`src/pic_pkg.sv`:
```
// shared constants and types for the point in convex polygon tester
package pic_pkg;

   localparam int MAX_VERTICES_DEF = 16;
   localparam int COORD_BITS_DEF   = 16;

   localparam int VCOUNT_W = 5;
   localparam int INDEX_W  = 4;

   localparam logic [VCOUNT_W-1:0] VCOUNT_RESET = 5'd4;

   localparam logic ACT_WRITE = 1'b0;
   localparam logic ACT_TEST  = 1'b1;

   typedef enum logic [2:0] {
      ST_IDLE  = 3'b001,
      ST_ISSUE = 3'b010,
      ST_DRAIN = 3'b100
   } state_type;

endpackage

```
`src/point_in_convex_polygon.sv`:
```
// point in convex polygon tester: vertex store, edge walker and cross product unit
//
// Input items enter on start/busy: an item is taken at a clock edge with start high and
// busy low. req_action selects a vertex write or a point test. A vertex write goes into
// the store in the accept cycle and gives no result; busy stays low. A point test with
// an effective vertex count n of two or more raises busy and walks the store one vertex
// per cycle through a shared edge-difference, cross product and compare pipeline; the
// single result strobes on rsp_valid with rsp_inside_res, and busy drops in that cycle.
// The vertex store read port, one read per cycle, sets the rate of the walk.
// A test with n of zero or one strobes inside in the cycle after the accept, busy low.
// The vertex count register is written on the csr channel (csr_valid and csr_ready),
// always ready; the user must write it only while no test is running, which the block
// itself does not enforce. Counts above the store size act as the store size.
// Reset is synchronous: the count returns to four, any running test is dropped and no
// strobe follows. The vertex store is not cleared. Results are one-cycle strobes that
// the receiver must take; it cannot stall the block.
module point_in_convex_polygon #(
   parameter int MAX_VERTICES = pic_pkg::MAX_VERTICES_DEF,
   parameter int COORD_BITS   = pic_pkg::COORD_BITS_DEF
) (
   input  logic                          clock,
   input  logic                          reset,
   input  logic                          start,
   output logic                          busy,
   input  logic                          req_action,
   input  logic [pic_pkg::INDEX_W-1:0]   req_vertex_index,
   input  logic signed [COORD_BITS-1:0]  req_coord_x,
   input  logic signed [COORD_BITS-1:0]  req_coord_y,
   output logic                          rsp_valid,
   output logic                          rsp_inside_res,
   input  logic                          csr_valid,
   output logic                          csr_ready,
   input  logic [pic_pkg::VCOUNT_W-1:0]  csr_vertex_count
);

   localparam int ADDR_W = $clog2(MAX_VERTICES);
   localparam int CNT_W  = $clog2(MAX_VERTICES + 1);
   localparam int CW     = (CNT_W > pic_pkg::VCOUNT_W) ? CNT_W : pic_pkg::VCOUNT_W;
   localparam int D_W    = COORD_BITS + 1;
   localparam int PROD_W = 2 * D_W;

   pic_pkg::state_type state_ff, state_in;

   logic [pic_pkg::VCOUNT_W-1:0] vertex_count_ff, vertex_count_in;
   logic [CNT_W-1:0]             n_ff, n_in, iss_ff, iss_in;
   logic [CW-1:0]                cnt_wide;
   logic [CNT_W-1:0]             n_eff;
   logic signed [COORD_BITS-1:0] pt_x_ff, pt_x_in, pt_y_ff, pt_y_in;

   logic accept, accept_test, accept_write, idx_ok;
   logic [31:0] idx_wide;

   logic                   ram_wr_en, ram_rd_en;
   logic [ADDR_W-1:0]      ram_wr_addr, ram_rd_addr;
   logic [2*COORD_BITS-1:0] ram_wr_data, ram_rd_data;

   // issue tags and their copies one stage on
   logic t0_vld, t0_wrap, t0_zero, t0_fe;
   logic t1_vld_ff, t1_wrap_ff, t1_zero_ff, t1_fe_ff;
   logic t2_vld_ff, t2_last_ff, t2_fe_ff;
   logic t3_vld_ff, t3_last_ff, t3_fe_ff;

   logic signed [COORD_BITS-1:0] v0_x_ff, v0_x_in, v0_y_ff, v0_y_in;
   logic signed [COORD_BITS-1:0] prev_x_ff, prev_x_in, prev_y_ff, prev_y_in;
   logic signed [COORD_BITS-1:0] rd_x, rd_y, cur_x, cur_y;

   logic signed [D_W-1:0] ex_ff, ex_in, ey_ff, ey_in, dx_ff, dx_in, dy_ff, dy_in;
   logic signed [PROD_W-1:0] p1_ff, p1_in, p2_ff, p2_in;

   logic pos, first_ff, first_in, bad_ff, bad_in, mismatch;
   logic rsp_valid_ff, rsp_valid_in, rsp_inside_ff, rsp_inside_in;

   assign busy      = (state_ff != pic_pkg::ST_IDLE);
   assign csr_ready = 1'b1;

   assign accept       = start && !busy;
   assign accept_test  = accept && (req_action == pic_pkg::ACT_TEST);
   assign accept_write = accept && (req_action == pic_pkg::ACT_WRITE);

   assign idx_wide    = 32'(req_vertex_index);
   assign idx_ok      = (idx_wide < 32'(MAX_VERTICES));
   assign ram_wr_en   = accept_write && idx_ok;
   assign ram_wr_addr = idx_wide[ADDR_W-1:0];
   assign ram_wr_data = {req_coord_x, req_coord_y};

   // count saturates at the store size
   assign cnt_wide = CW'(vertex_count_ff);
   assign n_eff    = (cnt_wide > CW'(MAX_VERTICES)) ? CNT_W'(MAX_VERTICES) : CNT_W'(cnt_wide);

   // sequencer
   always_comb begin
      state_in    = state_ff;
      iss_in      = iss_ff;
      n_in        = n_ff;
      pt_x_in     = pt_x_ff;
      pt_y_in     = pt_y_ff;
      t0_vld      = 1'b0;
      t0_wrap     = 1'b0;
      t0_zero     = 1'b0;
      t0_fe       = 1'b0;
      ram_rd_en   = 1'b0;
      ram_rd_addr = iss_ff[ADDR_W-1:0];
      case (state_ff)
         pic_pkg::ST_IDLE: begin
            if (accept_test && (n_eff > CNT_W'(1))) begin
               state_in = pic_pkg::ST_ISSUE;
               iss_in   = '0;
               n_in     = n_eff;
               pt_x_in  = req_coord_x;
               pt_y_in  = req_coord_y;
            end
         end
         pic_pkg::ST_ISSUE: begin
            t0_vld = 1'b1;
            if (iss_ff == n_ff) begin
               t0_wrap  = 1'b1;
               state_in = pic_pkg::ST_DRAIN;
            end else begin
               ram_rd_en = 1'b1;
               t0_zero   = (iss_ff == '0);
               t0_fe     = (iss_ff == CNT_W'(1));
               iss_in    = iss_ff + CNT_W'(1);
            end
         end
         pic_pkg::ST_DRAIN: begin
            if (t3_vld_ff && t3_last_ff) begin
               state_in = pic_pkg::ST_IDLE;
            end
         end
         default: begin
            state_in = pic_pkg::ST_IDLE;
         end
      endcase
   end

   pic_ram #(
      .WIDTH (2 * COORD_BITS),
      .DEPTH (MAX_VERTICES)
   ) u_vertex_ram (
      .clock   (clock),
      .wr_en   (ram_wr_en),
      .wr_addr (ram_wr_addr),
      .wr_data (ram_wr_data),
      .rd_en   (ram_rd_en),
      .rd_addr (ram_rd_addr),
      .rd_data (ram_rd_data)
   );

   // edge differences
   assign rd_x  = $signed(ram_rd_data[2*COORD_BITS-1:COORD_BITS]);
   assign rd_y  = $signed(ram_rd_data[COORD_BITS-1:0]);
   assign cur_x = t1_wrap_ff ? v0_x_ff : rd_x;
   assign cur_y = t1_wrap_ff ? v0_y_ff : rd_y;

   always_comb begin
      v0_x_in   = v0_x_ff;
      v0_y_in   = v0_y_ff;
      prev_x_in = prev_x_ff;
      prev_y_in = prev_y_ff;
      if (t1_vld_ff && t1_zero_ff) begin
         v0_x_in = rd_x;
         v0_y_in = rd_y;
      end
      if (t1_vld_ff) begin
         prev_x_in = cur_x;
         prev_y_in = cur_y;
      end
      ex_in = D_W'(cur_x) - D_W'(prev_x_ff);
      ey_in = D_W'(cur_y) - D_W'(prev_y_ff);
      dx_in = D_W'(pt_x_ff) - D_W'(prev_x_ff);
      dy_in = D_W'(pt_y_ff) - D_W'(prev_y_ff);
   end

   // cross product terms
   assign p1_in = PROD_W'(ex_ff) * PROD_W'(dy_ff);
   assign p2_in = PROD_W'(dx_ff) * PROD_W'(ey_ff);

   // sign agreement
   assign pos      = (p1_ff > p2_ff);
   assign mismatch = !t3_fe_ff && (pos != first_ff);

   always_comb begin
      first_in      = first_ff;
      bad_in        = bad_ff;
      rsp_valid_in  = 1'b0;
      rsp_inside_in = rsp_inside_ff;
      if (t3_vld_ff) begin
         if (t3_fe_ff) begin
            first_in = pos;
            bad_in   = 1'b0;
         end else if (mismatch) begin
            bad_in = 1'b1;
         end
         if (t3_last_ff) begin
            rsp_valid_in  = 1'b1;
            rsp_inside_in = !(bad_ff || mismatch);
         end
      end
      if (accept_test && (n_eff <= CNT_W'(1))) begin
         rsp_valid_in  = 1'b1;
         rsp_inside_in = 1'b1;
      end
   end

   assign vertex_count_in = (csr_valid && csr_ready) ? csr_vertex_count : vertex_count_ff;

   always_ff @(posedge clock) begin
      if (reset) begin
         state_ff        <= pic_pkg::ST_IDLE;
         vertex_count_ff <= pic_pkg::VCOUNT_RESET;
         t1_vld_ff       <= 1'b0;
         t2_vld_ff       <= 1'b0;
         t3_vld_ff       <= 1'b0;
         rsp_valid_ff    <= 1'b0;
      end else begin
         state_ff        <= state_in;
         vertex_count_ff <= vertex_count_in;
         t1_vld_ff       <= t0_vld;
         t2_vld_ff       <= t1_vld_ff && !t1_zero_ff;
         t3_vld_ff       <= t2_vld_ff;
         rsp_valid_ff    <= rsp_valid_in;
      end
   end

   always_ff @(posedge clock) begin
      iss_ff        <= iss_in;
      n_ff          <= n_in;
      pt_x_ff       <= pt_x_in;
      pt_y_ff       <= pt_y_in;
      t1_wrap_ff    <= t0_wrap;
      t1_zero_ff    <= t0_zero;
      t1_fe_ff      <= t0_fe;
      t2_last_ff    <= t1_wrap_ff;
      t2_fe_ff      <= t1_fe_ff;
      t3_last_ff    <= t2_last_ff;
      t3_fe_ff      <= t2_fe_ff;
      v0_x_ff       <= v0_x_in;
      v0_y_ff       <= v0_y_in;
      prev_x_ff     <= prev_x_in;
      prev_y_ff     <= prev_y_in;
      ex_ff         <= ex_in;
      ey_ff         <= ey_in;
      dx_ff         <= dx_in;
      dy_ff         <= dy_in;
      p1_ff         <= p1_in;
      p2_ff         <= p2_in;
      first_ff      <= first_in;
      bad_ff        <= bad_in;
      rsp_inside_ff <= rsp_inside_in;
   end

   assign rsp_valid      = rsp_valid_ff;
   assign rsp_inside_res = rsp_inside_ff;

`ifndef SYNTHESIS
   a_test_goes_busy: assert property (@(posedge clock) disable iff (reset)
      (accept_test && (n_eff > CNT_W'(1))) |=> busy)
      else $error("test item with several vertices did not start a walk");

   a_issue_in_range: assert property (@(posedge clock) disable iff (reset)
      (state_ff == pic_pkg::ST_ISSUE) |-> (iss_ff <= n_ff))
      else $error("vertex walk ran past the vertex count");

   a_last_edge_in_drain: assert property (@(posedge clock) disable iff (reset)
      (t3_vld_ff && t3_last_ff) |-> (state_ff == pic_pkg::ST_DRAIN))
      else $error("closing edge seen outside the drain state");
`endif

endmodule

```
`src/pic_ram.sv`:
```
// generic single write, single read ram with registered read data
module pic_ram #(
   parameter int WIDTH = 32,
   parameter int DEPTH = 16
) (
   input  logic                     clock,
   input  logic                     wr_en,
   input  logic [$clog2(DEPTH)-1:0] wr_addr,
   input  logic [WIDTH-1:0]         wr_data,
   input  logic                     rd_en,
   input  logic [$clog2(DEPTH)-1:0] rd_addr,
   output logic [WIDTH-1:0]         rd_data
);

   logic [WIDTH-1:0] mem_ff [DEPTH];
   logic [WIDTH-1:0] rd_data_ff;

   always_ff @(posedge clock) begin
      if (wr_en) begin
         mem_ff[wr_addr] <= wr_data;
      end
      if (rd_en) begin
         rd_data_ff <= mem_ff[rd_addr];
      end
   end

   assign rd_data = rd_data_ff;

endmodule

```
`config.mk`:
```
export PLATFORM = sky130hd
export DESIGN_NAME = point_in_convex_polygon
export DESIGN_NICKNAME = d
export VERILOG_FILES = /design/src/pic_pkg.sv /design/src/point_in_convex_polygon.sv /design/src/pic_ram.sv
export SDC_FILE = /design/constraint.sdc
export NUM_CORES = 2
export LEC_CHECK = 0
export BUFFER_PORTS_ARGS = -buffer_cell sky130_fd_sc_hd__buf_2
export CAP_MARGIN = 20
export CORE_MARGIN = 5
export CORE_UTILIZATION = 45
export CTS_BUF_LIST = sky130_fd_sc_hd__clkbuf_16
export DETAILED_ROUTE_END_ITERATION = 8
export REMOVE_ABC_BUFFERS = 1
export SYNTH_ARGS = -nofsm -noshare
export SYNTH_HDL_FRONTEND = slang
export SYNTH_SLANG_ARGS = --single-unit
```
`constraint.sdc`:
```
create_clock -name clock -period 9.6 [get_ports clock]
set_input_delay 1.92 -clock clock [delete_from_list [all_inputs] [get_ports clock]]
set_output_delay 1.92 -clock clock [all_outputs]
set_load 0.005 [all_outputs]
```
==> run_results.csv <==
group,metric,value,unit
placement,port_buffers,48,
grt,grt_max_degree,133,
critical_path,cp.required,10.17,ns
floorplan,fp.dieW,353,um
min_path,hold_path_end,"t3_fe_ff",
cells_and_area,fill_cells,10100,
placement,place_inst,5557,
detailed_routing,wirelength,119000,um
detailed_routing,drc_errors,0,
synthesis,synth.avg_cell_area,13.0,um2
timing,finalSetupTns,0,ns
synthesis,syn-cell-area,0.0529,mm2
floorplan,die_area,0.125,mm2
cts,cts_tree,"yes",
cells_and_area,layout_commonest_cell,"inv_1",
cts,cts.repair.resized,0,
critical_path,cp_max_fo,17,
timing,period_needed,6.54,ns
critical_path,r2r_slack,3.06,ns
critical_path,cp_slowest_cell,"fa_1",
cells_and_area,drive_gt1_frac,0.102,
synthesis,synth_top_family_by_area,"adder cells",
synthesis,syn_inst,4080,
cells_and_area,layout.nets,5031,
critical_path,crit_path_frequent_cell,"fa_1",
synthesis,ys_warn_count,0,
cts,clk_path_buf_depth,3,
placement,gp_congestion,0.862,
floorplan,start_util,0.454,
synthesis,synth_mux_area_frac,0.0758,
cts,cts_buffers,83,
detailed_routing,via_per_inst,5.21,
floorplan,placementRows,125,
job,drv_cap,0,
cells_and_area,fin_cells,5715,
synthesis,synthArstFlopShare,0,
grt,antenna_found_initial,10,
synthesis,synth-adder-area-share,0.290,
grt,grt_pass1_vias,32000,
timing,slew_viol_final,0,
critical_path,r2r_cells,19,
placement,dp_slack,3.07,ns
timing,finalClockSkew,0.0354,ns
power,p_per_area,354,mW/mm2
cts,clock_latency,0.66,ns
floorplan,chipHeight,353,um
cells_and_area,multi_input_area,0.0271,mm2
grt,overflow,0,
critical_path,critPathMaxStageDelay,0.90,ns
cells_and_area,area_growth,9.17,%
grt,grt_usage,0.194,
detailed_routing,wl_per_cell,20.8,um
min_path,worstHoldStart,"t2_fe_ff",
status,status,"finished clean",
timing,fmax,153,MHz
cts,cts.sinks,808,
detailed_routing,dr_total_vias,29800,
timing,setup_ws,3.06,ns
timing,slew_headroom,0.334,
synthesis,synth-xor-area-share,0.0200,
timing,finalSetupViolations,0,
synthesis,synth-compound-area-share,0.0335,
synthesis,synth_seq_cells,808,
synthesis,yosys.area_share.simple,0.0901,
cells_and_area,seqCellArea,0.0227,mm2
cts,root_buffer,"clkbuf_16",
min_path,hold_class,"register to register",
grt,grt_pass1_wl,188000,um
critical_path,cp_cell_sequence,"nand2_1 > inv_1 > fa_1 > fa_1 > fa_1 > fa_1 > fa_1 > inv_1 > fa_1 > inv_1 > ha_1 > nand2_1 > nor2_1 > nand4_1 > nor3_1 > nor3b_2 > or3_1 > a211o_1 > nand3_1",
synthesis,synth_edf_count,652,
floorplan,core-area,0.117,mm2
synthesis,ys_seq_area_frac,0.429,
critical_path,worst-endpoint-arrival,7.11,ns
cts,postCtsHoldBufs,0,
cells_and_area,final_cell_mix,"inv_1 (755), edfxtp_1 (652), fa_1 (596), nand2_1 (328), and2_1 (291)",
timing,period_share,0.681,
power,ir_drop,0.483,mV
critical_path,startpoint_type,"register",
detailed_routing,drt-initial-drc-count,1751,
min_path,holdPathStages,0,
power,power,20.5,mW
timing,tightest_slew,0.998,ns
synthesis,synthFlopType,"edfxtp_1",
timing,hold_viol_final,0,
placement,hpwl,85100,um
cts,cts.clk_slew.worst_paths,0.06,ns
critical_path,crit_path_start,"dy_ff[3]",
cts,post_cts_buffers,0,
timing,rsz0062_at_grt,"false",
synthesis,synth_cell_types,76,
critical_path,worst_setup_path_end_kind,"register",
power,power_leakage,24.0,nW
floorplan,num_io_pins,50,
detailed_routing,ant_nets,0,
cts,htreeDepth,3,
critical_path,crit_family,"adder cells",
critical_path,critical_path_class,"register to register",
detailed_routing,first_pass_iters,5,
critical_path,r2r-start,"dy_ff[3]",
critical_path,worstReg2RegEnd,"p1_ff[32]",
critical_path,crit_buf_inv,3,
## power breakdown
| part | switching (mW) | leakage, nW | internal, mW |
|---|---|---|---|
| logic | 7.48 | 15.4 | 5.35 |
| clock network | 1.38 | 1.40 | 1.89 |
| registers | 0.182 | 7.20 | 4.18 |
## state kept, by name (all words and copies together), names as in the netlist, 17 cells and up
signal,cells
ex_ff,17
p2_ff,34
dy_ff,17
ey_ff,17
u_vertex_ram.mem_ff,512
p1_ff,34
dx_ff,17
u_vertex_ram.rd_data,32
## final cells by class
class,count,area share
flip-flops and latches,808,0.393
inverters,745,0.0484
diodes,7,0.000303
clock buffers,85,0.0368
repair buffers,77,0.00836
well taps,1524,0.0330
clock inverters,66,0.0116
multi-input cells,2403,0.469
## cell usage after synthesis (11+ instances only)
cell / count / area, um2
a21o_1: 31 / 233
a21oi_1: 78 / 390
and2_1: 291 / 1820
and3_1: 16 / 100
clkbuf_1: 102 / 383
dfxtp_1: 156 / 3120
edfxtp_1: 652 / 19600
fa_1: 596 / 11900
ha_1: 271 / 3390
inv_1: 744 / 2790
mux2_2: 28 / 315
mux4_2: 160 / 3600
nand2_1: 328 / 1230
nand2b_1: 24 / 150
nand3_1: 38 / 190
nand4_1: 17 / 106
nor2_1: 117 / 439
nor2b_1: 31 / 194
nor3_1: 46 / 230
o21a_1: 11 / 82.6
o21ai_0: 35 / 175
o21ai_1: 19 / 95.1
or3_1: 16 / 100
xnor2_1: 92 / 806
xor2_1: 29 / 254
## how the worst max path moves through the flow
stage	to	slack (ns)	cells past startpoint
after floorplan	iss_ff[0]	1.46	3
after global placement	p1_ff[32]	3.14	19
after detailed placement	p1_ff[32]	3.07	19
after CTS	p1_ff[32]	3.04	19
after global routing	p1_ff[32]	2.63	19
final	p1_ff[32]	3.06	19
## through the flow
step	hold WS, ns	utilization	area (um2)
6_report	0.328	0.496	57800
5_1_grt	0.340	0.496	57800
2_1_floorplan	0.310	-	52400
4_1_cts	0.331	0.496	57800
3_3_place_gp	0.313	0.472	55000
3_5_place_dp	0.315	0.472	55000
## layer usage
layer | share of wire | GRT usage | up-vias
met1 | 0.44 | 0.265 | 15400
li1 | - | - | 13600
met2 | 0.49 | 0.333 | 619
met4 | 0.022 | 0.0431 | 2
met5 | 0.000059 | 0 | -
met3 | 0.048 | 0.0292 | 166
## cells by family after synthesis
group / after synthesis
flip-flops: 808
XOR/XNOR: 121
AND/OR/NAND/NOR: 951
adder cells (fa/ha/maj): 867
AO/OA/AOI/OAI: 266
buffers and inverters: 869
multiplexers: 197
other: 1
Note: power is estimated with default switching activity, not from simulation.
